<file path="src/hw/rtl/itoc_pkg.sv">
`timescale 1ns / 1ps
`default_nettype none
// ----------------------------------------------------------------------------
// itoc_pkg
// shared types, constants and curve tables of the overcurrent trip core
// ----------------------------------------------------------------------------
package itoc_pkg;

	localparam int TIME_BITS_DEF  = 48;
	localparam int FIFO_DEPTH_DEF = 2;
	localparam int CUR_W          = 16;
	localparam int CFG_W          = 27;
	localparam int LOG_FRAC       = 20;
	localparam logic [3:0]  CURVE_DT   = 4'd10;
	localparam logic [63:0] FULL_SCALE = 64'h0000_0000_8000_0000;
	localparam logic [63:0] SAT_MAX    = 64'hFFFF_FFFF_FFFF_FFFF;
	localparam logic [29:0] LN2_Q30    = 30'd744261118;
	localparam logic [5:0]  E_DIV      = 6'd50;
	localparam logic [5:0]  TERM_FIRST = 6'd2;
	localparam logic [5:0]  TERM_LAST  = 6'd12;

	typedef enum logic [2:0] {
		REG_CURVE   = 3'd0,
		REG_PICKUP  = 3'd1,
		REG_DIAL    = 3'd2,
		REG_ADDER   = 3'd3,
		REG_EMRESET = 3'd4
	} cfg_reg_t;

	typedef enum logic [1:0] {
		EXP_P002 = 2'd0,
		EXP_ONE  = 2'd1,
		EXP_TWO  = 2'd2
	} exp_t;

	typedef enum logic [1:0] {
		K_CLEAR = 2'd0,
		K_RISE  = 2'd1,
		K_FALL  = 2'd2
	} kind_t;

	typedef struct packed {
		logic [3:0]  curve;
		logic [15:0] pickup;
		logic [15:0] dial;
		logic [26:0] adder;
		logic        em;
	} cfg_t;

	typedef struct packed {
		kind_t       kind;
		logic        frac;
		logic [15:0] cur;
		logic [15:0] pick;
		logic [31:0] num;
		logic [31:0] den;
		logic [26:0] coef;
	} item_t;

	function automatic logic [26:0] curve_a(input logic [3:0] idx);
		logic [26:0] v;
		case (idx)
			4'd0:    v = 27'd140000;
			4'd1:    v = 27'd13500000;
			4'd2:    v = 27'd80000000;
			4'd3:    v = 27'd120000000;
			4'd4:    v = 27'd51500;
			4'd5:    v = 27'd10400;
			4'd6:    v = 27'd5950000;
			4'd7:    v = 27'd3880000;
			4'd8:    v = 27'd5670000;
			4'd9:    v = 27'd3420;
			default: v = 27'd0;
		endcase
		return v;
	endfunction

	function automatic logic [26:0] curve_b(input logic [3:0] idx);
		logic [26:0] v;
		case (idx)
			4'd0:    v = 27'd13500000;
			4'd1:    v = 27'd47300000;
			4'd2:    v = 27'd80000000;
			4'd3:    v = 27'd120000000;
			4'd4:    v = 27'd4850000;
			4'd5:    v = 27'd2261000;
			4'd6:    v = 27'd18000000;
			4'd7:    v = 27'd21600000;
			4'd8:    v = 27'd29100000;
			4'd9:    v = 27'd323000;
			default: v = 27'd0;
		endcase
		return v;
	endfunction

	function automatic exp_t curve_p(input logic [3:0] idx);
		exp_t v;
		case (idx)
			4'd0, 4'd4, 4'd5, 4'd9:                v = EXP_P002;
			4'd1, 4'd2, 4'd3, 4'd6, 4'd7, 4'd8:    v = EXP_TWO;
			default:                               v = EXP_ONE;
		endcase
		return v;
	endfunction

	function automatic exp_t curve_q(input logic [3:0] idx);
		return (idx < CURVE_DT) ? EXP_TWO : EXP_ONE;
	endfunction

	// floor(2^32 / k) for the small constant divisors
	function automatic logic [31:0] recip(input logic [5:0] k);
		logic [31:0] v;
		case (k)
			6'd2:    v = 32'd2147483648;
			6'd3:    v = 32'd1431655765;
			6'd4:    v = 32'd1073741824;
			6'd5:    v = 32'd858993459;
			6'd6:    v = 32'd715827882;
			6'd7:    v = 32'd613566756;
			6'd8:    v = 32'd536870912;
			6'd9:    v = 32'd477218588;
			6'd10:   v = 32'd429496729;
			6'd11:   v = 32'd390451572;
			6'd12:   v = 32'd357913941;
			6'd50:   v = 32'd85899345;
			default: v = 32'd0;
		endcase
		return v;
	endfunction

endpackage
`default_nettype wire

</file>
<file path="src/hw/rtl/itoc_front.sv">
`timescale 1ns / 1ps
`default_nettype none
// ----------------------------------------------------------------------------
// itoc_front
// accepts samples, takes the elapsed time and classifies against pickup
// ----------------------------------------------------------------------------
module itoc_front #(
	parameter int TIME_BITS = itoc_pkg::TIME_BITS_DEF
) (
	input  wire logic                 clk,
	input  wire logic                 arst_n,
	input  wire itoc_pkg::cfg_t       cfg,
	input  wire logic                 in_valid,
	output logic                      in_ready,
	input  wire logic [15:0]          cur,
	input  wire logic [TIME_BITS-1:0] now,
	input  wire logic                 q_full,
	output logic                      push,
	output itoc_pkg::item_t           item,
	output logic [TIME_BITS-1:0]      elapsed
);

	logic [TIME_BITS-1:0] last_time_q;
	logic [15:0]          pick;
	logic [3:0]           row;
	logic                 rise, fall;
	logic [31:0]          pp, cc;
	itoc_pkg::exp_t       ecode;

	assign in_ready = !q_full;
	assign push     = in_valid && in_ready;
	assign elapsed  = now - last_time_q;

	assign pick = (cfg.pickup == 16'd0) ? 16'd1 : cfg.pickup;
	assign row  = (cfg.curve > itoc_pkg::CURVE_DT) ? itoc_pkg::CURVE_DT : cfg.curve;
	assign rise = cur > pick;
	assign fall = (cur < pick) && cfg.em;
	assign pp   = pick * pick;
	assign cc   = cur * cur;
	assign ecode = rise ? itoc_pkg::curve_p(row) : itoc_pkg::curve_q(row);

	always_comb begin
		item.kind = rise ? itoc_pkg::K_RISE : (fall ? itoc_pkg::K_FALL : itoc_pkg::K_CLEAR);
		item.frac = rise && (ecode == itoc_pkg::EXP_P002);
		item.cur  = cur;
		item.pick = pick;
		item.coef = rise ? itoc_pkg::curve_a(row) : itoc_pkg::curve_b(row);
		unique case (ecode)
			itoc_pkg::EXP_TWO: begin
				item.num = pp;
				item.den = rise ? (cc - pp) : (pp - cc);
			end
			itoc_pkg::EXP_ONE: begin
				item.num = {16'd0, pick};
				item.den = {16'd0, rise ? (cur - pick) : (pick - cur)};
			end
			default: begin
				// fractional exponent, denominator worked out later
				item.num = 32'h0010_0000;
				item.den = 32'd0;
			end
		endcase
	end

	always_ff @(posedge clk or negedge arst_n) begin
		if (!arst_n) begin
			last_time_q <= '0;
		end else if (push) begin
			last_time_q <= now;
		end
	end

endmodule
`default_nettype wire

</file>
<file path="config.mk">
export PLATFORM = sky130hd
export DESIGN_NAME = itoc_front
export DESIGN_NICKNAME = d
export VERILOG_FILES = /design/src/hw/rtl/itoc_pkg.sv /design/src/hw/rtl/itoc_front.sv
export SDC_FILE = /design/constraint.sdc
export NUM_CORES = 1
export LEC_CHECK = 0
export BUFFER_PORTS_ARGS = -buffer_cell sky130_fd_sc_hd__buf_2
export CAP_MARGIN = 40
export CORE_UTILIZATION = 30
export DETAILED_ROUTE_END_ITERATION = 12
export MAX_ROUTING_LAYER = met4
export PLACE_DENSITY_LB_ADDON = 0.1
export SYNTH_ARGS = -nofsm -noshare
export SYNTH_HDL_FRONTEND = slang
export SYNTH_SLANG_ARGS = --single-unit
</file>
<file path="constraint.sdc">
create_clock -name clk -period 21.2 [get_ports clk]
set_clock_uncertainty 0.15 [all_clocks]
set_input_delay 2.12 -clock clk [delete_from_list [all_inputs] [get_ports clk]]
set_output_delay 2.12 -clock clk [all_outputs]
set_load 0.02 [all_outputs]
</file>
**After elaboration in Yosys (flattened, before gate mapping)**

Memories as Yosys holds them, arrays and structs flattened.
Index checks and enable logic that the tools add are counted.

- Output and inout port bits: 176
- ROM bits: 816
- Memories kept: 3
- Register bits: 48
- Word-level logic and storage cells: 33
- Bits of input ports: 132

Memories:

| memory | depth | bits a word | rd ports | clocked after Yosys merged registers in | write ports | RTL line | text |
|---|---|---|---|---|---|---|---|
| (name not given) | 16 | 25 | 1 | 0 | 0 | itoc_pkg.sv:62 | `case (idx)` |
| (name not given) | 16 | 24 | 1 | 0 | 0 | itoc_pkg.sv:80 | `case (idx)` |
| (name not given) | 16 | 2 | 1 | 0 | 0 | itoc_pkg.sv:98 | `case (idx)` |

- Add/sub/neg operators: 5
- Muxes and demuxes: 10
- Reduce and logical (&&, ||, !) cells: 6
- $lt $le $gt $ge: 4
- Equality and inequality tests: 2
- Multiply operators: 2

Operator list:

| operator | count |
|---|---|
| $pmux W64 S2 | 1 |
| $mul A16 B16 Y32 | 2 |
| $sub A32 B32 Y32 | 2 |
| $sub A48 B48 Y48 | 1 |
| $mux W16 | 2 |
| $mux W32 | 1 |
| $sub A16 B16 Y16 | 2 |
| $mux W27 | 1 |
| $gt A16 B16 Y1 | 1 |
| $logic_not A16 Y1 | 1 |
| $lt A16 B16 Y1 | 1 |
| $mux W2 | 4 |
| $gt A4 B4 Y1 const B | 1 |
| $lt A4 B4 Y1 const B | 1 |
| $mux W4 | 1 |
| $logic_and A1 B1 Y1 | 3 |
| $eq A2 B1 Y1 const B | 1 |
| $eq A2 B2 Y1 const B | 1 |
| $logic_not A2 Y1 | 1 |
| $logic_not A1 Y1 | 1 |

**Depth between registers and ports, before layout**

- Word-level depth: 7
- Depth in mapped cells: 38
- Depth with buffers taken out: 36

**Worst setup path before layout**

Ideal clock, no wire load.

- Path kind: input port to output port
- Start point: input cur[1]
- End point: output item[58] (netlist bit)
- Setup slack: 8264 ps
- Stages: 37
- Arrival: 10666 ps
- Data required time: 18930 ps
- Buffers on the path: 3
- Path through: clkbuf_1 -> inv_1 -> clkbuf_1 -> nor2_1 -> fa_1 -> inv_1 -> fa_1 -> inv_1 -> fa_1 -> inv_1 -> fa_1 -> inv_1 -> fa_1 -> inv_1 -> fa_1 -> inv_1 -> ha_1 -> nor2b_1 -> a2111oi_0 -> o31ai_1 -> a31oi_1 -> nand2_1 -> o21ai_0 -> inv_1 -> a21oi_1 -> xnor2_1 -> ha_1 -> clkbuf_1 -> nand2_1 -> nor3_1 -> nand2_1 -> nor3b_1 -> nor3_1 -> or4b_1 -> a221o_1 -> or3_1 -> o211ai_1

RTL lines:

| item | RTL line | text |
|---|---|---|
| from (decl) | itoc_front.sv:15 | `input wire logic [15:0] cur,` |
| to (decl) | itoc_front.sv:19 | `output itoc_pkg::item_t item,` |

==> flow_summary.toml <==
[timing]
max_freq_mhz = 69.32
slew_headroom_pct = 37.42
rsz0062_at_grt = "false"
worst_pin_slew_ns = 0.9387
slew_violations = 0
tns_ns = 0
period_share_pct = 68.05
whs_ns = 0.3737
fin_crit_ns = 14.43
hold_viol = 0
setup_viol = 0

[logic_synthesis]
synth-edff-count = 0
synth_common_cells = "630 x inv_1, 347 x ha_1, 329 x fa_1"
synth.yosys.warnings = 0
synthTopCellsByArea = "fa_1 27%, ha_1 18%, inv_1 9.6%"
synth_top_area_share_pct = 26.72
synth_area_um2 = 24650
synth_seq_cells = 48
synthesis.instances = 3166
ys_dominant_reg_cell = "dfrtp_1"
yosys.cell_count.top_type = "inv_1"
seq_area_frac_synth_pct = 4.873
syn_area_per_cell_um2 = 7.786
async_reset_ff_share_pct = 100.0
yosysTopAreaCell = "fa_1"
synthDistinctLibCells = 82

[critical_path]
cp_max_fo = 11
r2r_start = "last_time_q[47]"
critical_path_depth = 36
cp_num_buf_inv = 10
r2r_slack_ns = 20.29
cpMostUsedCell = "inv_1"
rr_worst_depth = 1
slowest_stage = "a2111oi_0"
cp.required_ns = 18.93
critPathMaxStageDelay_ns = 0.68
cp-end-kind = "primary output"
path_class = "in -> out"
crit_arrival_ns = 12.16
endpoint = "item[58]"
critPathLaunchType = "input port"
cp-startpoint = "cur[3]"
r2r-end = "last_time_q[47]"
critical-path-top-delay-family = "adder cells"

[cells_and_area]
regMostFlops = "last_time_q"
reg_top3 = "last_time_q x48"
drive_gt1_share_pct = 10.42
largest_reg_flops = 48
nets = 4109
area_growth_pct = 9.360
final_area_um2 = 26960
fill_cells = 8901
final_cells = 4365

[global_routing]
antenna_found_initial = 3
track_usage_pct = 20.69
grt_pass1_wl_mm = 128.6
grt_max_degree = 53
grt_overflow = 0
grt_pass1_vias = 21820

[clocking]
htreeDepth = 2
clkSinkCount = 48
path_clk_slew_ns = 0.07
clk_latency_ns = 0.31
cts_setup_buffers = 0
clockBufferDepth = 2
cts_resized = 0
cts_buffers = 5
cts-root-buf = "clkbuf_16"
hold_buffers = 0
cts_tree = "yes"

[floorplan]
die-area_um2 = 83320
rows = 104
start_util_pct = 30.46
chipWidth_um = 288.6
core_um2 = 80940
ios = 308
die_h_um = 288.6

[drt]
dr.max_layer_used = "met4"
drt-pass1-iter-count = 7
wl_mm = 83.55
wl_met3_mm = 2.896
antenna_left = 0
wl_per_cell_um = 19.14
initialDrtViolationCount = 1301
via_per_inst = 4.890
drt-met1-wl_mm = 39.63
wl_met2_mm = 39.25
vias = 21350
drc = 0

[place]
io_buffers = 262
gp_congestion = 0.9006
place_hpwl_mm = 69.00
dpl-instance-area_um2 = 26790
dp.cells = 4354

[run_status]
status = "finished, final reports clean"

[run]
max-cap-violations = 0

[min_path]
hp-class = "reg -> reg"
## layout by cell type (no fill, tap or decap), types with 19 or more instances in the layout
cell type  instances
a21o_1            75
a21oi_1          187
a31oi_1           27
and2_1            41
buf_2            262
dfrtp_1           48
fa_1             329
ha_1             347
inv_1            630
nand2_1          303
nand2b_1          21
nand3_1           38
nand4_1           19
nor2_1           254
nor2b_1           22
nor3_1            32
o21a_1            27
o21ai_0          148
o21bai_1          23
o22ai_1           25
o31ai_1           20
xnor2_1           96
xor2_1            54
## layer usage
layer	GRT usage, %	vias up
met5	-	-
li1	-	10470
met2	34.62	470
met1	27.57	10340
met4	4.566	0
met3	0.9637	65
## worst min-delay path by stage
stage	startpoint	end	slack, ns	depth (start not counted)
2_1_floorplan	last_time_q[0]	last_time_q[0]	0.33	1
3_3_place_gp	last_time_q[0]	last_time_q[0]	0.35	1
3_5_place_dp	last_time_q[0]	last_time_q[0]	0.36	1
4_1_cts	last_time_q[0]	last_time_q[0]	0.38	1
5_1_grt	last_time_q[0]	last_time_q[0]	0.41	1
6_report	last_time_q[0]	last_time_q[0]	0.37	1
## area by class of cell
| type | instances | area, um2 | area share, % |
|---|---|---|---|
| multi-input cells | 2320 | 20380 | 75.61 |
| inverters | 647 | 2429 | 9.009 |
| repair buffers | 279 | 1446 | 5.366 |
| well taps | 1060 | 1326 | 4.920 |
| flip-flops and latches | 48 | 1201 | 4.456 |
| clock buffers | 6 | 128.9 | 0.4781 |
| clock inverters | 2 | 35.03 | 0.1300 |
| diodes | 3 | 7.507 | 0.02785 |
## logic make-up (layout without fill, tap and decap cells)
family                     after synthesis  in the layout  synth area share (%)
muxes                                   29             29                 1.233
other                                    1              5               0.01521
adders and majority gates              676            676                 44.33
DFF                                     48             48                 4.873
buffers and inverters                  799            934                 12.49
xor gates and xnor gates               150            150                 5.330
and+or+nand+nor                        800            800                 14.54
AOI/OAI and AO/OA                      663            663                 17.18
## stage by stage
stage,setup WS [ns],util [%]
2_1_floorplan,8.264,-
3_3_place_gp,6.877,33.08
3_5_place_dp,6.817,33.09
4_1_cts,6.785,33.30
5_1_grt,6.083,33.30
6_report,6.773,33.31
Power is left out: the tool's default activity adds up to more than one toggle a clock period on the data nets, which glitch-free logic cannot reach.
