File: src/hw/rtl/itoc_fifo.sv
`timescale 1ns / 1ps
`default_nettype none
// ----------------------------------------------------------------------------
// itoc_fifo
// short word queue between the classifier and the timing sequencer
// ----------------------------------------------------------------------------
module itoc_fifo #(
	parameter int WIDTH = 8,
	parameter int DEPTH = 2
) (
	input  wire logic             clk,
	input  wire logic             arst_n,
	input  wire logic             push,
	input  wire logic [WIDTH-1:0] push_data,
	output logic                  full,
	input  wire logic             pop,
	output logic                  pop_valid,
	output logic [WIDTH-1:0]      pop_data
);

	localparam int PTR_W = (DEPTH > 1) ? $clog2(DEPTH) : 1;
	localparam int CNT_W = $clog2(DEPTH + 1);
	localparam logic [PTR_W-1:0] PTR_LAST = PTR_W'(DEPTH - 1);
	localparam logic [CNT_W-1:0] CNT_FULL = CNT_W'(DEPTH);

	logic [WIDTH-1:0] mem_q [DEPTH];
	logic [PTR_W-1:0] wr_q, rd_q;
	logic [CNT_W-1:0] cnt_q;
	logic             do_push, do_pop;

	assign full      = (cnt_q == CNT_FULL);
	assign pop_valid = (cnt_q != '0);
	assign pop_data  = mem_q[rd_q];
	assign do_push   = push && !full;
	assign do_pop    = pop && pop_valid;

	always_ff @(posedge clk) begin
		if (do_push) begin
			mem_q[wr_q] <= push_data;
		end
	end

	always_ff @(posedge clk or negedge arst_n) begin
		if (!arst_n) begin
			wr_q  <= '0;
			rd_q  <= '0;
			cnt_q <= '0;
		end else begin
			if (do_push) begin
				wr_q <= (wr_q == PTR_LAST) ? '0 : wr_q + PTR_W'(1);
			end
			if (do_pop) begin
				rd_q <= (rd_q == PTR_LAST) ? '0 : rd_q + PTR_W'(1);
			end
			if (do_push && !do_pop) begin
				cnt_q <= cnt_q + CNT_W'(1);
			end else if (do_pop && !do_push) begin
				cnt_q <= cnt_q - CNT_W'(1);
			end
		end
	end

endmodule
`default_nettype wire

File: config.mk
export PLATFORM = sky130hd
export DESIGN_NAME = itoc_fifo
export DESIGN_NICKNAME = d
export VERILOG_FILES = /design/src/hw/rtl/itoc_fifo.sv
export SDC_FILE = /design/constraint.sdc
export NUM_CORES = 1
export LEC_CHECK = 0
export ABC_AREA = 1
export BUFFER_PORTS_ARGS = -buffer_cell sky130_fd_sc_hd__buf_2
export CORE_MARGIN = 2
export CORE_UTILIZATION = 49
export DETAILED_ROUTE_END_ITERATION = 10
export PLACE_DENSITY = 0.78
export SETUP_SLACK_MARGIN = 0.4
export SLEW_MARGIN = 5
export SYNTH_ARGS = -nofsm -noshare
export SYNTH_HDL_FRONTEND = slang
export SYNTH_SLANG_ARGS = --single-unit
export TNS_END_PERCENT = 100
File: constraint.sdc
create_clock -name clk -period 1.5 [get_ports clk]
set_input_delay 0.075 -clock clk [delete_from_list [all_inputs] [get_ports clk]]
set_output_delay 0.075 -clock clk [all_outputs]
set_load 0.01 [all_outputs]
# Word level (Yosys, flattened, before mapping)
# Memories as Yosys holds them, arrays and structs flattened.
# Index checks and enable logic that the tools add are counted.
[totals]
reg_bits = 4
mem_bits_rw = 16
inputBits = 12
out_inout_bits = 10
elab_cells = 24
memories = 1
[memory_table]
columns = ["memory", "depth", "word_bits", "rd", "rd_clocked_by_memory_dff", "wr", "line_no", "text"]
rows = [
  ["mem_q", 2, 8, 1, 0, 1, "26", "logic [WIDTH-1:0] mem_q [DEPTH];"],
]
[op_classes]
add_sub_neg = 4
eq_ne = 1
n_mux = 6
n_reduce_logical = 9
[op_table]
columns = ["cell", "n"]
rows = [
  ["logical AND 1 bit", 4],
  ["2-to-1 mux 1 bit", 4],
  ["2-to-1 mux 2 bit", 2],
  ["nonzero test 2 bit", 2],
  ["zero test 1 bit", 3],
  ["adder 1 bit, second input constant", 2],
  ["adder 2 x 1 -> 2 bit, second input constant", 1],
  ["equality test 2 bit, second input constant", 1],
  ["subtractor 2 x 1 -> 2 bit, second input constant", 1],
]

# Logic depth before layout (Yosys ltp)
# Gate-level depths: netlist of run 1.
[depth]
word_depth = 7
depth_mapped = 9
mapped_depth_nobuf = 9

# Worst setup path before layout of run 1
# Ideal clock, no wire load.
[synth_timing]
kind = "register to register"
from = "register cnt_q[0]"
to = "register cnt_q[1]"
setup_ns = 0.117
arrival_time_ns = 1.214
slack_ns = 0.169
stages_incl_launch_ff = 8
period_less_slack_ns = 1.331
cell_sequence = "dfrtp_1 nor2_2 nor2_4 ha_1 inv_1 nand3_1 nand2_1 nand2_1"
[synth_via]
elab_chain_cells = 6
elab_cells_between_ends = 14
[synth_lines]
columns = ["element", "line_no", "text"]
rows = [
  ["start, declared", "28", "logic [CNT_W-1:0] cnt_q;"],
  ["start signal, assigned", "56", "cnt_q <= cnt_q + CNT_W'(1);"],
  ["start signal, assigned", "58", "cnt_q <= cnt_q - CNT_W'(1);"],
  ["equality test 2 bit (*)", "31", "assign full = (cnt_q == CNT_FULL);"],
  ["net full", "15", "output logic full,"],
  ["zero test 1 bit (*)", "34", "assign do_push = push && !full;"],
  ["logical AND 1 bit (*)", "34", ""],
  ["zero test 1 bit", "57", "end else if (do_pop && !do_push) begin"],
  ["logical AND 1 bit", "57", ""],
  ["nonzero test 2 bit (no line)", "-", ""],
]
# The timed path passes the listed nets; every way through them passes the cells marked *. The select of a mux whose other input is x is not followed.
# A chain may end at the register's enable or synchronous reset.

# Worst setup path after layout of run 1
[layout_timing]
from = "register cnt_q[1]"
to = "register cnt_q[1]"
[layout_via]
elab_chain_cells = 6
elab_cells_between_ends = 14
[layout_lines]
columns = ["element", "line_no"]
rows = [
  ["equality test 2 bit", "31"],
  ["zero test 1 bit", "34"],
  ["logical AND 1 bit", "34"],
  ["zero test 1 bit", "57"],
  ["logical AND 1 bit", "57"],
  ["nonzero test 2 bit (no line)", "-"],
]
# Several ways; a longest one is shown, not always the timed one. The select of a mux whose other input is x is not followed.

==> report_table.html, run 1 <==
<table>
<tr><th>Metric</th><th>Value</th></tr>
<tr><th colspan="2">STA</th></tr>
<tr><td>Unrepaired setup endpoints after global routing</td><td>true</td></tr>
<tr><td>Minimum clock period after layout</td><td>1.23 ns</td></tr>
<tr><td>Achievable Freq</td><td>a little over 800 MHz</td></tr>
<tr><td>Finish-stage setup viols</td><td>0</td></tr>
<tr><td>Headroom to the max-slew limit</td><td>0.810</td></tr>
<tr><td>Sum of negative setup slack</td><td>0 ns</td></tr>
<tr><td>Number of hold-slack violations in the final timing report</td><td>0</td></tr>
<tr><td>Post-layout worst setup margin</td><td>0.270 ns</td></tr>
<tr><td>Pins over their slew limit</td><td>0</td></tr>
<tr><td>Actual slew at the worst max-slew pin</td><td>roughly 0.28 ns</td></tr>
<tr><td>Post-route worst hold slack</td><td>around 0.061 ns</td></tr>
<tr><td>Worst clock skew on the final layout</td><td>0.000758 ns</td></tr>
<tr><td>Ratio of final minimum period to clock period</td><td>0.820</td></tr>
<tr><th colspan="2">Critical path</th></tr>
<tr><td>Worst setup path endpoint</td><td>cnt_q[1]</td></tr>
<tr><td>Cell-by-cell listing of the critical path</td><td>inv_2 -&gt; nor2_4 -&gt; nor2_4 -&gt; ha_4 -&gt; inv_2 -&gt; nand3_2 -&gt; nand2_1 -&gt; nand2_1</td></tr>
<tr><td>Launch instance of the worst register-to-register path</td><td>cnt_q[1]</td></tr>
<tr><td>Data arrival time of the critical path</td><td>between 1 and 1.5 ns</td></tr>
<tr><td>Max FO, Critical Path</td><td>4</td></tr>
<tr><td>Delay of the slowest critical-path stage</td><td>around 0.40 ns</td></tr>
<tr><td>Internal reg-to-reg setup slack</td><td>roughly 0.27 ns</td></tr>
<tr><td>Critical path class</td><td>reg2reg</td></tr>
<tr><td>Startpoint Class</td><td>register</td></tr>
<tr><td>Cell depth of the worst flop-to-flop path</td><td>8</td></tr>
<tr><td>Required time of the worst setup path</td><td>1.69 ns</td></tr>
<tr><td>Launching instance or port of the critical path</td><td>cnt_q[1]</td></tr>
<tr><td>Destination of the worst register-to-register timing path</td><td>cnt_q[1]</td></tr>
<tr><td>Slowest cell on the critical path</td><td>dfrtp_1</td></tr>
<tr><td>Crit end category</td><td>register</td></tr>
<tr><th colspan="2">Layout</th></tr>
<tr><td>Top library cells by usage in the layout, fill and taps aside</td><td>nand2_1, buf_2, edfxtp_1, dlygate4sd3_1, nand2_2</td></tr>
<tr><td>Area Overhead vs Synth</td><td>44.7%</td></tr>
<tr><td>Most common cell after layout, fill and taps aside</td><td>nand2_1</td></tr>
<tr><td>Final Net Count</td><td>128</td></tr>
<tr><td>Final Util</td><td>0.774</td></tr>
<tr><td>Post-route standard cell area excluding fillers</td><td>about 1200 um2</td></tr>
<tr><td># diodes</td><td>0</td></tr>
<tr><td>Share of final-layout standard cells stronger than drive strength 1</td><td>0.474</td></tr>
<tr><td>Final-layout fill cell count</td><td>~100</td></tr>
<tr><td>Fin cells</td><td>130</td></tr>
<tr><th colspan="2">Global route</th></tr>
<tr><td>Grt ovf</td><td>0</td></tr>
<tr><td>Number of antenna violations at the first check in global routing</td><td>0</td></tr>
<tr><td>First-pass GRT wire length</td><td>about 2800 um</td></tr>
<tr><td>Met3 track demand over resource</td><td>0.0240</td></tr>
<tr><td>Routing usage on met2</td><td>0.391</td></tr>
<tr><td>Routing layer with the top usage in global route</td><td>met2</td></tr>
<tr><td>GRT met1 Usage</td><td>0.180</td></tr>
<tr><td>Pin count of the biggest net entering global routing</td><td>12</td></tr>
<tr><td>Vias in the first global route</td><td>696</td></tr>
<tr><td>Combined global-route utilization of all metal layers</td><td>0.196</td></tr>
<tr><th colspan="2">Job</th></tr>
<tr><td>Number of max-cap violations</td><td>0</td></tr>
<tr><th colspan="2">Synthesis</th></tr>
<tr><td>Fraction of synthesized cell area taken by the top area cell type</td><td>0.577</td></tr>
<tr><td>Net count after synthesis</td><td>86</td></tr>
<tr><td>Sequential area share after synthesis</td><td>0.697</td></tr>
<tr><td>Leading cell types by total area after synthesis</td><td>edfxtp_1, nand2_1, dfrtp_1</td></tr>
<tr><td>Gate count after technology mapping</td><td>73</td></tr>
<tr><td>Synthesized cell area</td><td>833 um2</td></tr>
<tr><td>Total of flip-flops plus latches after synthesis</td><td>20</td></tr>
<tr><td>Mean Syn Cell Area</td><td>around 11 um2</td></tr>
<tr><td>Largest area contributor in the netlist</td><td>edfxtp_1</td></tr>
<tr><td>Synthesis Warnings</td><td>0</td></tr>
<tr><td>Number of distinct library cells after synthesis</td><td>15</td></tr>
<tr><th colspan="2">Placed design</th></tr>
<tr><td>Pre-CTS setup slack</td><td>about 0.25 ns</td></tr>
<tr><td>Placed cell count</td><td>roughly 110</td></tr>
<tr><td>IO buf count</td><td>21</td></tr>
<tr><td>Standard cell area after detailed placement</td><td>roughly 980 um2</td></tr>
<tr><td>Post-detail-place hpwl</td><td>approximately 1100 um</td></tr>
<tr><td>Final weighted congestion in routability-driven placement</td><td>between 0.7 and 0.8</td></tr>
<tr><th colspan="2">Clocking</th></tr>
<tr><td>Sink Count</td><td>20</td></tr>
<tr><td>Register clock-pin slew on the reported worst setup and hold paths</td><td>0.10 ns</td></tr>
<tr><td>TritonCTS buffer count</td><td>3</td></tr>
<tr><td>TritonCTS clock tree</td><td>done</td></tr>
<tr><td>Number of buffers between clock root and the deepest sink</td><td>2</td></tr>
<tr><td>Skew-Pair Late Insertion Delay</td><td>0.28 ns</td></tr>
<tr><td>Root buffer cell</td><td>clkbuf_4</td></tr>
<tr><td># H-tree levels</td><td>1</td></tr>
<tr><th colspan="2">Floorplan</th></tr>
<tr><td>Die Ht</td><td>~45 um</td></tr>
<tr><td>Chip Width</td><td>~45 um</td></tr>
<tr><td>Std cell rows</td><td>14</td></tr>
<tr><td>Initial core utilization</td><td>0.535</td></tr>
<tr><td>DIE AREA</td><td>slightly above 2000 um2</td></tr>
<tr><td>Ports placed on the boundary</td><td>22</td></tr>
<tr><td>Standard cell core area</td><td>between 1500 and 2000 um2</td></tr>
<tr><th colspan="2">Detailed routing</th></tr>
<tr><td>Via count</td><td>~650</td></tr>
<tr><td>Residual antenna-violating net count after detailed routing</td><td>0</td></tr>
<tr><td>DRC violations left</td><td>0</td></tr>
<tr><td>Routed len/inst</td><td>approximately 13 um</td></tr>
<tr><td>First-pass iteration count of the detailed router</td><td>4</td></tr>
<tr><td>Vias per cell</td><td>between 4 and 5</td></tr>
<tr><td>Final wirelength</td><td>about 1600 um</td></tr>
<tr><td>Iter 0 DRT Violations</td><td>13</td></tr>
<tr><th colspan="2">Outcome</th></tr>
<tr><td>Run status</td><td>completed</td></tr>
<tr><th colspan="2">Power</th></tr>
<tr><td>Pwr Density</td><td>about 1800 nW/um2</td></tr>
<tr><td>Total power consumption of the routed design</td><td>2.21 mW</td></tr>
<tr><td>Largest voltage drop on the vdd net</td><td>about 1300 uV</td></tr>
<tr><td>Cell leakage power</td><td>roughly 0.55 nW</td></tr>
<tr><th colspan="2">Hold path</th></tr>
<tr><td>Type of the tightest min-delay check</td><td>in2reg</td></tr>
</table>
## worst min path at each step
| stage | from | end | cells after the start |
|---|---|---|---|
| after floorplan | arst_n | cnt_q[0] | 0 |
| after global placement | arst_n | wr_q | 1 |
| after detailed placement | arst_n | wr_q | 1 |
| after CTS | pop | rd_q | 3 |
| after global routing | pop | rd_q | 3 |
| final | pop | rd_q | 3 |
## critical path, delay by kind of cell, from the launching register on
family	cells	cell delay, ns
flip-flops	1	0.40
adder cells (fa/ha/maj)	1	0.22
buffers and inverters	2	0.19
AND/OR/NAND/NOR	5	0.33
## layer usage
metal / part of all wire / wire length [um]
met5: 0 / 0
met4: 0.017 / 28
met3: 0.044 / 72
met2: 0.57 / 940
met1: 0.37 / 607
## state kept, by name (all words and copies together) (netlist names)
register and count:
cnt_q 2, mem_q 16, rd_q 1, wr_q 1
## synthesized netlist by cell type
library cell	count
dfrtp_1	4
nand3_1	2
inv_1	6
nand2_2	3
inv_2	2
ha_1	1
edfxtp_1	16
nor2_4	1
nand2_1	32
o21ai_0	1
nor2_2	1
nor2_1	1
nand4_1	1
buf_12	1
xnor2_1	1
## power breakdown
part           total, mW  internal [mW]  switching (mW)
combinational       1.09          0.505           0.582
sequential         0.877          0.778          0.0997
clock              0.248          0.103           0.144
## cells by family (layout without fill, tap and decap cells)
| logic type | Yosys count | after routing | share of synthesized area |
|---|---|---|---|
| flip-flops | 20 | 20 | 0.697 |
| buffers and inverters | 9 | 50 | 0.0601 |
| XOR/XNOR | 1 | 1 | 0.0105 |
| adder cells (fa/ha/maj) | 1 | 1 | 0.0150 |
| AND/OR/NAND/NOR | 41 | 41 | 0.212 |
| AO/OA/AOI/OAI | 1 | 1 | 0.00600 |
## cell type report
class / instances / area, um2 / share of cell area
inverters: 8 / 37.5 / 0.0311
well taps: 16 / 20.0 / 0.0166
repair buffers: 38 / 279 / 0.231
clock buffers: 4 / 26.3 / 0.0218
flip-flops and latches: 20 / 583 / 0.483
multi-input cells: 44 / 260 / 0.216
## what timing repair did
item | CTS | global route
setup buffers | 7 | 1
resized for setup | 15 | 4
hold buffers | 9 | 0
cloned | 0 | 0
endpoints found under the setup margin | 28 | 29
pin swaps | 12 | 2
endpoints found under the hold margin | 20 | 0
Note: power is estimated with default switching activity, not from simulation.
==> run 2: changes to the inputs <==
--- a/config.mk
+++ b/config.mk
@@ -5,12 +5,12 @@
 export SDC_FILE = /design/constraint.sdc
 export NUM_CORES = 1
 export LEC_CHECK = 0
-export ABC_AREA = 1
+export ABC_AREA = 0
 export BUFFER_PORTS_ARGS = -buffer_cell sky130_fd_sc_hd__buf_2
 export CORE_MARGIN = 2
-export CORE_UTILIZATION = 49
+export CORE_UTILIZATION = 44
 export DETAILED_ROUTE_END_ITERATION = 10
-export PLACE_DENSITY = 0.78
+export PLACE_DENSITY = 0.75
 export SETUP_SLACK_MARGIN = 0.4
 export SLEW_MARGIN = 5
 export SYNTH_ARGS = -nofsm -noshare
==> constraint.sdc (replaced) <==
create_clock -name clk -period 1.1 [get_ports clk]
set_input_delay 0.055 -clock clk [delete_from_list [all_inputs] [get_ports clk]]
set_output_delay 0.055 -clock clk [all_outputs]
set_load 0.01 [all_outputs]
==> run 2 against run 1 <==
The run now ends with setup timing left. Critical path depth fell by 5. Hold slack better by 0.015 ns. Area after synthesis decreased by 5.7%.
==> report_table.html, run 2 <==
<table>
<tr><th>Metric</th><th>Value</th></tr>
<tr><th colspan="2">Global route</th></tr>
<tr><td>First-pass GRT wire length</td><td>1970 um (-28%)</td></tr>
<tr><td>Combined global-route utilization of all metal layers</td><td>0.144 (-0.0522)</td></tr>
<tr><td>Number of antenna violations at the first check in global routing</td><td>0 (unchanged)</td></tr>
<tr><td>Grt ovf</td><td>0 (unchanged)</td></tr>
<tr><td>Vias in the first global route</td><td>481 (-31%)</td></tr>
<tr><td>Pin count of the biggest net entering global routing</td><td>13 (+1)</td></tr>
<tr><th colspan="2">Clocking</th></tr>
<tr><td>Register clock-pin slew on the reported worst setup and hold paths</td><td>0.11 ns (about the same)</td></tr>
<tr><td>Skew-Pair Late Insertion Delay</td><td>0.29 ns (about the same)</td></tr>
<tr><td>Number of buffers between clock root and the deepest sink</td><td>2 (unchanged)</td></tr>
<tr><td>TritonCTS buffer count</td><td>3 (unchanged)</td></tr>
<tr><td>Root buffer cell</td><td>clkbuf_4</td></tr>
<tr><td># H-tree levels</td><td>1 (unchanged)</td></tr>
<tr><td>TritonCTS clock tree</td><td>done</td></tr>
<tr><td>Sink Count</td><td>20 (unchanged)</td></tr>
<tr><th colspan="2">STA</th></tr>
<tr><td>Finish-stage setup viols</td><td>29 (+29)</td></tr>
<tr><td>Minimum clock period after layout</td><td>about 1.3 ns</td></tr>
<tr><td>Unrepaired setup endpoints after global routing</td><td>true</td></tr>
<tr><td>Ratio of final minimum period to clock period</td><td>1.22</td></tr>
<tr><td>Post-layout worst setup margin</td><td>-0.239 ns (-0.509 ns)</td></tr>
<tr><td>Number of hold-slack violations in the final timing report</td><td>0 (unchanged)</td></tr>
<tr><td>Pins over their slew limit</td><td>0 (unchanged)</td></tr>
<tr><td>Post-route worst hold slack</td><td>0.0758 ns (+0.0152 ns)</td></tr>
<tr><td>Actual slew at the worst max-slew pin</td><td>0.251 ns (-0.0325 ns)</td></tr>
<tr><td>Headroom to the max-slew limit</td><td>0.833 (+0.0225)</td></tr>
<tr><td>Worst clock skew on the final layout</td><td>0.00323 ns (+0.00247 ns)</td></tr>
<tr><td>Achievable Freq</td><td>approximately 750 MHz</td></tr>
<tr><th colspan="2">Detailed routing</th></tr>
<tr><td>Vias per cell</td><td>4.43 (-11%)</td></tr>
<tr><td>Iter 0 DRT Violations</td><td>7 (-6)</td></tr>
<tr><td>First-pass iteration count of the detailed router</td><td>3 (-1)</td></tr>
<tr><td>Via count</td><td>505 (-22%)</td></tr>
<tr><td>Final wirelength</td><td>1440 um (-13%)</td></tr>
<tr><td>DRC violations left</td><td>0 (unchanged)</td></tr>
<tr><td>Residual antenna-violating net count after detailed routing</td><td>0 (unchanged)</td></tr>
<tr><td>Routed len/inst</td><td>12.6 um (-0.69%)</td></tr>
<tr><th colspan="2">Critical path</th></tr>
<tr><td>Startpoint Class</td><td>register</td></tr>
<tr><td>Data arrival time of the critical path</td><td>1.28 ns (-0.14 ns)</td></tr>
<tr><td>Critical path class</td><td>reg2out</td></tr>
<tr><td>Crit end category</td><td>output port</td></tr>
<tr><td>Required time of the worst setup path</td><td>1.04 ns (-0.65 ns)</td></tr>
<tr><td>Internal reg-to-reg setup slack</td><td>-0.23 ns (-0.50 ns)</td></tr>
<tr><td>Launch instance of the worst register-to-register path</td><td>cnt_q[0]</td></tr>
<tr><td>Max FO, Critical Path</td><td>5 (+1)</td></tr>
<tr><td>Launching instance or port of the critical path</td><td>rd_q</td></tr>
<tr><th colspan="2">Layout</th></tr>
<tr><td>Top library cells by usage in the layout, fill and taps aside</td><td>edfxtp_1, buf_6, buf_2, dlygate4sd3_1</td></tr>
<tr><td>Max FFs per register</td><td>16 (unchanged)</td></tr>
<tr><td>Largest reg by FF count</td><td>mem_q</td></tr>
<tr><td>Share of final-layout standard cells stronger than drive strength 1</td><td>0.640 (+0.167)</td></tr>
<tr><td>Most common cell after layout, fill and taps aside</td><td>edfxtp_1</td></tr>
<tr><td># diodes</td><td>0 (unchanged)</td></tr>
<tr><td>Final Net Count</td><td>103 (-20%)</td></tr>
<tr><td>Biggest registers after layout</td><td>mem_q: 16 flops, cnt_q: 2 flops</td></tr>
<tr><td>Area Overhead vs Synth</td><td>65.4%</td></tr>
<tr><th colspan="2">Synthesis</th></tr>
<tr><td>Most numerous cell in the Yosys netlist</td><td>edfxtp_1</td></tr>
<tr><td>Total of flip-flops plus latches after synthesis</td><td>20 (unchanged)</td></tr>
<tr><td>Mean Syn Cell Area</td><td>17.9 um2 (+56%)</td></tr>
<tr><td>Number of flops mapped to enable cells by yosys</td><td>16 (unchanged)</td></tr>
<tr><td>Fraction of synthesized cell area taken by the top area cell type</td><td>0.611 (+0.0349)</td></tr>
<tr><td>Sequential area share after synthesis</td><td>0.739 (+0.0422)</td></tr>
<tr><td>Proportion of synthesized area in mux cells</td><td>0.115 (+0.115)</td></tr>
<tr><td>Main combinational cell family by area after synthesis</td><td>multiplexers</td></tr>
<tr><td>Number of distinct library cells after synthesis</td><td>14 (-1)</td></tr>
<tr><td>Share of the synthesized area in compound gates (AO/OA/AOI/OAI)</td><td>0 (-0.00601)</td></tr>
<tr><td>Leading cell types by total area after synthesis</td><td>edfxtp_1, dfrtp_1, mux2_1</td></tr>
<tr><td>Synthesized cell area</td><td>786 um2 (-5.7%)</td></tr>
<tr><td>FFs w/ async S/R, synth</td><td>0.200 (unchanged)</td></tr>
<tr><td>Post-Synth Adder-Cell Area</td><td>0.0159 (+0.000909)</td></tr>
<tr><td>Share of the synthesized netlist area taken by xor and xnor gates</td><td>0.0557 (+0.0452)</td></tr>
<tr><td>Most numerous cell types in the synthesized netlist</td><td>edfxtp_1, mux2_1, dfrtp_1</td></tr>
<tr><td>Largest area contributor in the netlist</td><td>edfxtp_1</td></tr>
<tr><td>Synthesis Warnings</td><td>0 (unchanged)</td></tr>
<tr><td>Predominant post-synthesis flop cell</td><td>edfxtp_1</td></tr>
<tr><td>Post-synthesis share of cell area spent on and, or, nand and nor gates</td><td>0.0589 (-0.153)</td></tr>
<tr><td>Gate count after technology mapping</td><td>44 (-40%)</td></tr>
<tr><td>Net count after synthesis</td><td>57 (-34%)</td></tr>
<tr><th colspan="2">Placed design</th></tr>
<tr><td>Post-detail-place hpwl</td><td>859 um (-19%)</td></tr>
<tr><td>Pre-CTS setup slack</td><td>-0.249 ns (-0.499 ns)</td></tr>
<tr><td>Final weighted congestion in routability-driven placement</td><td>0.596 (-20%)</td></tr>
<tr><td>IO buf count</td><td>21 (unchanged)</td></tr>
<tr><th colspan="2">Floorplan</th></tr>
<tr><td>Standard cell core area</td><td>1710 um2 (+9.6%)</td></tr>
<tr><td>Chip Width</td><td>46.3 um (+2.3%)</td></tr>
<tr><td>Ports placed on the boundary</td><td>22 (unchanged)</td></tr>
<tr><td>Initial core utilization</td><td>0.460 (-0.0744)</td></tr>
<tr><td>Die Ht</td><td>46.3 um (+2.3%)</td></tr>
<tr><td>Std cell rows</td><td>15 (+1)</td></tr>
<tr><td>DIE AREA</td><td>2140 um2 (+4.6%)</td></tr>
<tr><th colspan="2">Power</th></tr>
<tr><td>P_int</td><td>2.49 mW (+80%)</td></tr>
<tr><td>Cell leakage power</td><td>0.558 nW (+1.2%)</td></tr>
<tr><td>Pwr Density</td><td>2680 nW/um2 (+46%)</td></tr>
<tr><td>Logic gate share of total power</td><td>0.494 (+0.003)</td></tr>
<tr><td>Largest voltage drop on the vdd net</td><td>1840 uV (+38%)</td></tr>
<tr><td>Proportion of power drawn by flip-flops and latches</td><td>0.337 (-0.060)</td></tr>
<tr><td>Switching share of power</td><td>0.283 (-0.0899)</td></tr>
<tr><td>Total power consumption of the routed design</td><td>3.48 mW (+57%)</td></tr>
<tr><td>Sw power</td><td>0.986 mW (+19%)</td></tr>
<tr><td>Clock power share</td><td>0.169 (+0.057)</td></tr>
<tr><th colspan="2">Outcome</th></tr>
<tr><td>Run status</td><td>finished with violations</td></tr>
<tr><td>Violations in the final reports</td><td>setup timing</td></tr>
<tr><th colspan="2">Job</th></tr>
<tr><td>Number of max-cap violations</td><td>0 (unchanged)</td></tr>
<tr><th colspan="2">Hold path</th></tr>
<tr><td>Type of the tightest min-delay check</td><td>in2async</td></tr>
</table>
==> run 2: final cells by class <==
class | count | area, um2
Sequential cell | 20 | 582
Clock buffer | 3 | 22.5
Inverter | 2 | 7.51
Clock inverter | 1 | 30.0
Multi-Input combinational cell | 21 | 270
Fill cell | 106 | 408
Timing Repair Buffer | 42 | 357
Tap cell | 25 | 31.3
==> run 2: per-layer routing <==
layer	track usage	wire length, um	vias to the layer above	share of wire
met5	0	0	-	0
met3	0.0392	57	2	0.040
met2	0.269	786	17	0.55
met1	0.143	587	239	0.41
met4	0.0686	4	0	0.0028
li1	-	-	247	-
==> run 2: logic make-up (layout without fill, tap and decap cells) <==
kind of cell,Yosys count,after routing
flip-flops,20,20
XOR/XNOR,5,5
buffers and inverters,3,48
AND/OR/NAND/NOR,7,7
multiplexers,8,8
adder cells (fa/ha/maj),1,1
==> run 2: power by group through the flow <==
stage | clock [mW] | sequential (mW) | combinational, mW
final | 0.589 | 1.17 | 1.72
after global routing | 0.627 | 1.19 | 1.83
after global placement | 0 | 1.25 | 1.10
after floorplan | 0 | 1.17 | 0.876
after CTS | 0.595 | 1.16 | 1.58
after detailed placement | 0 | 1.27 | 1.12
==> run 2: timing repair <==
| action | 4_1_cts | 5_1_grt |
|---|---|---|
| hold endpoints to repair | 20 | 0 |
| cloned | 0 | 0 |
| resized for setup | 13 | 4 |
| buffers inserted | 5 | 3 |
| hold buffers | 9 | 0 |
| pin swaps | 6 | 8 |
| setup endpoints to repair | 30 | 30 |
==> run 2: final timing paths <==
path / end / cells past startpoint
setup reg to reg: cnt_q[1] / 6
hold reg to reg: wr_q / 1
min in group clk: rd_q / 4
setup / recovery: pop_data[4] / 3
hold / removal: cnt_q[0] / 2
max in group asynchronous: rd_q / 2
==> run 2: per-stage QoR <==
step / util / std cells / area [um2] / TNS (ns)
final: 0.761 / 114 / 1300 / -5.66
after global routing: 0.761 / 114 / 1300 / -6.87
after CTS: 0.736 / 111 / 1260 / -5.70
after detailed placement: 0.596 / 93 / 1020 / -2.97
after global placement: 0.596 / 93 / 1020 / -2.83
after floorplan: - / 44 / 862 / -0.329
==> run 2: worst max-delay path, cell delays in order, from the launching register on <==
cell	delay (ns)
dfrtp_2	0.43
buf_6	0.14
mux2_4	0.30
buf_6	0.12
==> run 3: changes to the inputs <==
--- a/config.mk
+++ b/config.mk
@@ -11,8 +11,8 @@
 export CORE_UTILIZATION = 44
 export DETAILED_ROUTE_END_ITERATION = 10
 export PLACE_DENSITY = 0.75
+export REMOVE_ABC_BUFFERS = 1
 export SETUP_SLACK_MARGIN = 0.4
-export SLEW_MARGIN = 5
 export SYNTH_ARGS = -nofsm -noshare
 export SYNTH_HDL_FRONTEND = slang
 export SYNTH_SLANG_ARGS = --single-unit
==> run 3 against run 2 <==
Total power decreased by 16%. Sequential share of layout area increased by 2.7 points. Critical endpoint is now cnt_q[1]. Routed wire length decreased by 7.7%. Critical path type is now reg2reg. Cell count increased by 1.8%. Largest power group unchanged. Flip-flop and latch count unchanged. Non-clock buffer count increased by 2. The flow still finishes with violations (setup timing). Register-to-register slack about the same. Highest routed layer unchanged. Sequential power increased by 4%. Setup slack got worse by 0.0011 ns. Largest cell class unchanged.
==> report_table.html, run 3 (synthesized netlist as in run 2, its figures left out) <==
<table>
<tr><th>Metric</th><th>Value</th></tr>
<tr><th colspan="2">Critical path</th></tr>
<tr><td>Required time of the worst setup path</td><td>1.28 ns (+0.24 ns)</td></tr>
<tr><td>Slowest cell on the critical path</td><td>dfrtp_1</td></tr>
<tr><td>Max FO, Critical Path</td><td>3 (-2)</td></tr>
<tr><td>CP dominant cell by count</td><td>xor2_1</td></tr>
<tr><td>Startpoint Class</td><td>register</td></tr>
<tr><td>Data arrival time of the critical path</td><td>1.52 ns (+0.24 ns)</td></tr>
<tr><td>Category of cells accounting for the largest share of critical-path delay</td><td>flip-flops</td></tr>
<tr><td>Crit end category</td><td>register</td></tr>
<tr><td>CP bufs+invs</td><td>0 (-2)</td></tr>
<tr><td>Delay of the slowest critical-path stage</td><td>0.44 ns (about the same)</td></tr>
<tr><td>Cell-by-cell listing of the critical path</td><td>or2_4 -&gt; nand2_4 -&gt; ha_4 -&gt; xor2_1 -&gt; nor2_1 -&gt; xor2_1</td></tr>
<tr><td>Critical path class</td><td>reg2reg</td></tr>
<tr><th colspan="2">Global route</th></tr>
<tr><td>Pin count of the biggest net entering global routing</td><td>12 (-1)</td></tr>
<tr><td>Combined global-route utilization of all metal layers</td><td>0.145 (+0.000703)</td></tr>
<tr><td>First-pass GRT wire length</td><td>2040 um (+3.5%)</td></tr>
<tr><td>Number of antenna violations at the first check in global routing</td><td>0 (unchanged)</td></tr>
<tr><td>Vias in the first global route</td><td>529 (+10%)</td></tr>
<tr><td>Grt ovf</td><td>0 (unchanged)</td></tr>
<tr><th colspan="2">Detailed routing</th></tr>
<tr><td>DRC violations left</td><td>0 (unchanged)</td></tr>
<tr><td>First-pass iteration count of the detailed router</td><td>3 (unchanged)</td></tr>
<tr><td>Via count</td><td>504 (-0.20%)</td></tr>
<tr><td>Iter 0 DRT Violations</td><td>1 (-6)</td></tr>
<tr><td>Routed len/inst</td><td>11.4 um (-9.3%)</td></tr>
<tr><td>Final wirelength</td><td>1330 um (-7.7%)</td></tr>
<tr><td>Vias per cell</td><td>4.34 (-1.9%)</td></tr>
<tr><td>Residual antenna-violating net count after detailed routing</td><td>0 (unchanged)</td></tr>
<tr><th colspan="2">Outcome</th></tr>
<tr><td>Violations in the final reports</td><td>setup timing</td></tr>
<tr><td>Run status</td><td>finished with violations</td></tr>
<tr><th colspan="2">Layout</th></tr>
<tr><td>Largest reg by FF count</td><td>mem_q</td></tr>
<tr><td>Final Util</td><td>0.717 (-0.0440)</td></tr>
<tr><td>Share of final-layout standard cells stronger than drive strength 1</td><td>0.549 (-0.0910)</td></tr>
<tr><td># diodes</td><td>0 (unchanged)</td></tr>
<tr><td>Biggest registers after layout</td><td>mem_q: 16 flops, cnt_q: 2 flops</td></tr>
<tr><td>Fin cells</td><td>116 (+1.8%)</td></tr>
<tr><td>Final Net Count</td><td>105 (+1.9%)</td></tr>
<tr><td>Top library cells by usage in the layout, fill and taps aside</td><td>buf_2, edfxtp_1, dlygate4sd3_1, mux2_1, buf_6</td></tr>
<tr><td>Most common cell after layout, fill and taps aside</td><td>buf_2</td></tr>
<tr><td>Max FFs per register</td><td>16 (unchanged)</td></tr>
<tr><td>Area Overhead vs Synth</td><td>55.9%</td></tr>
<tr><td>Post-route standard cell area excluding fillers</td><td>1220 um2 (-5.8%)</td></tr>
<tr><th colspan="2">Floorplan</th></tr>
<tr><td>Std cell rows</td><td>15 (unchanged)</td></tr>
<tr><td>DIE AREA</td><td>2140 um2 (unchanged)</td></tr>
<tr><td>Initial core utilization</td><td>0.460 (unchanged)</td></tr>
<tr><td>Die Ht</td><td>46.3 um (unchanged)</td></tr>
<tr><td>Standard cell core area</td><td>1710 um2 (unchanged)</td></tr>
<tr><td>Ports placed on the boundary</td><td>22 (unchanged)</td></tr>
<tr><td>Chip Width</td><td>46.3 um (unchanged)</td></tr>
<tr><th colspan="2">Placed design</th></tr>
<tr><td>Standard cell area after detailed placement</td><td>977 um2 (-3.9%)</td></tr>
<tr><td>Final weighted congestion in routability-driven placement</td><td>0.657 (+10%)</td></tr>
<tr><td>Post-detail-place hpwl</td><td>830 um (-3.4%)</td></tr>
<tr><td>Placed cell count</td><td>97 (+4.3%)</td></tr>
<tr><td>Pre-CTS setup slack</td><td>-0.287 ns (-0.0381 ns)</td></tr>
<tr><td>IO buf count</td><td>21 (unchanged)</td></tr>
<tr><th colspan="2">Clocking</th></tr>
<tr><td>Root buffer cell</td><td>clkbuf_4</td></tr>
<tr><td>TritonCTS clock tree</td><td>done</td></tr>
<tr><td>Number of buffers between clock root and the deepest sink</td><td>2 (unchanged)</td></tr>
<tr><td>TritonCTS buffer count</td><td>3 (unchanged)</td></tr>
<tr><td>Skew-Pair Late Insertion Delay</td><td>0.29 ns (about the same)</td></tr>
<tr><td># H-tree levels</td><td>1 (unchanged)</td></tr>
<tr><td>Sink Count</td><td>20 (unchanged)</td></tr>
<tr><td>Register clock-pin slew on the reported worst setup and hold paths</td><td>0.10 ns (about the same)</td></tr>
<tr><th colspan="2">STA</th></tr>
<tr><td>Post-route worst hold slack</td><td>0.0798 ns (+0.00409 ns)</td></tr>
<tr><td>Sum of negative setup slack</td><td>-4.94 ns (+0.723 ns)</td></tr>
<tr><td>Unrepaired setup endpoints after global routing</td><td>true</td></tr>
<tr><td>Achievable Freq</td><td>746 MHz (about the same)</td></tr>
<tr><td>Ratio of final minimum period to clock period</td><td>1.22 (about the same)</td></tr>
<tr><td>Pins over their slew limit</td><td>0 (unchanged)</td></tr>
<tr><td>Worst clock skew on the final layout</td><td>0.00259 ns (-0.000644 ns)</td></tr>
<tr><td>Actual slew at the worst max-slew pin</td><td>0.218 ns (-0.0329 ns)</td></tr>
<tr><td>Headroom to the max-slew limit</td><td>0.855 (+0.0223)</td></tr>
<tr><td>Finish-stage setup viols</td><td>29 (unchanged)</td></tr>
<tr><td>Post-layout worst setup margin</td><td>-0.240 ns (-0.00110 ns)</td></tr>
<tr><td>Number of hold-slack violations in the final timing report</td><td>0 (unchanged)</td></tr>
<tr><td>Minimum clock period after layout</td><td>1.34 ns (+0.00110 ns)</td></tr>
<tr><th colspan="2">Power</th></tr>
<tr><td>Total power consumption of the routed design</td><td>2.94 mW (-16%)</td></tr>
<tr><td>Largest voltage drop on the vdd net</td><td>1570 uV (-15%)</td></tr>
<tr><td>Cell leakage power</td><td>0.519 nW (-7.0%)</td></tr>
<tr><td>Pwr Density</td><td>2400 nW/um2 (-10%)</td></tr>
<tr><th colspan="2">Job</th></tr>
<tr><td>Number of max-cap violations</td><td>0 (unchanged)</td></tr>
<tr><th colspan="2">Hold path</th></tr>
<tr><td>Type of the tightest min-delay check</td><td>in2async</td></tr>
</table>
-- run 3: cell types whose count changed in the layout (fill, tap and decap cells not counted), sizes merged --
cell	previous run	this run
buf	33	35
clkinv	0	1
bufinv	1	0
-- run 3: area by class of cell --
type	instances	area [um2]
well taps	25	31.3
clock inverters	1	3.75
clock buffers	3	22.5
fillers	120	483
inverters	2	7.51
multi-input cells	21	245
repair buffers	44	333
flip-flops and latches	20	582
-- run 3: worst register-to-register path, stage by stage (launching register included) --
cell,delay (ns)
dfrtp_1,0.44
or2_4,0.26
nand2_4,0.07
ha_4,0.12
xor2_1,0.14
nor2_1,0.07
xor2_1,0.14
-- run 3: timing repair --
action / CTS / global route
setup endpoints to repair: 30 / 30
hold buffers: 9 / 0
pin swaps: 9 / 3
hold endpoints to repair: 20 / 0
cloned: 0 / 0
buffers inserted: 4 / 2
resized for setup: 17 / 4
-- run 3: final timing paths --
kind | startpoint | to | slack, ns | cells after the start
worst max-delay path | cnt_q[1] | cnt_q[1] | -0.24 | 6
worst min-delay path | arst_n | cnt_q[0] | 0.08 | 2
worst max register to register | cnt_q[1] | cnt_q[1] | -0.24 | 6
worst min register to register | wr_q | wr_q | 0.59 | 1
max in group asynchronous | arst_n | rd_q | 0.89 | 2
min in group clk | pop | rd_q | 0.12 | 4
-- run 3: layer usage --
metal / vias up / global-route usage / wire length, um
li1: 252 / - / -
met3: 2 / 0.0471 / 43
met5: - / 0 / 0
met2: 11 / 0.256 / 734
met4: 0 / 0.0857 / 12
met1: 239 / 0.145 / 535
-- run 3: where the power goes --
group	switching [mW]	leakage [nW]	internal, mW
Clock	0.199	0.0154	0.132
Combinational	0.544	0.309	0.839
Sequential	0.160	0.194	1.06
Total	0.904	0.519	2.03
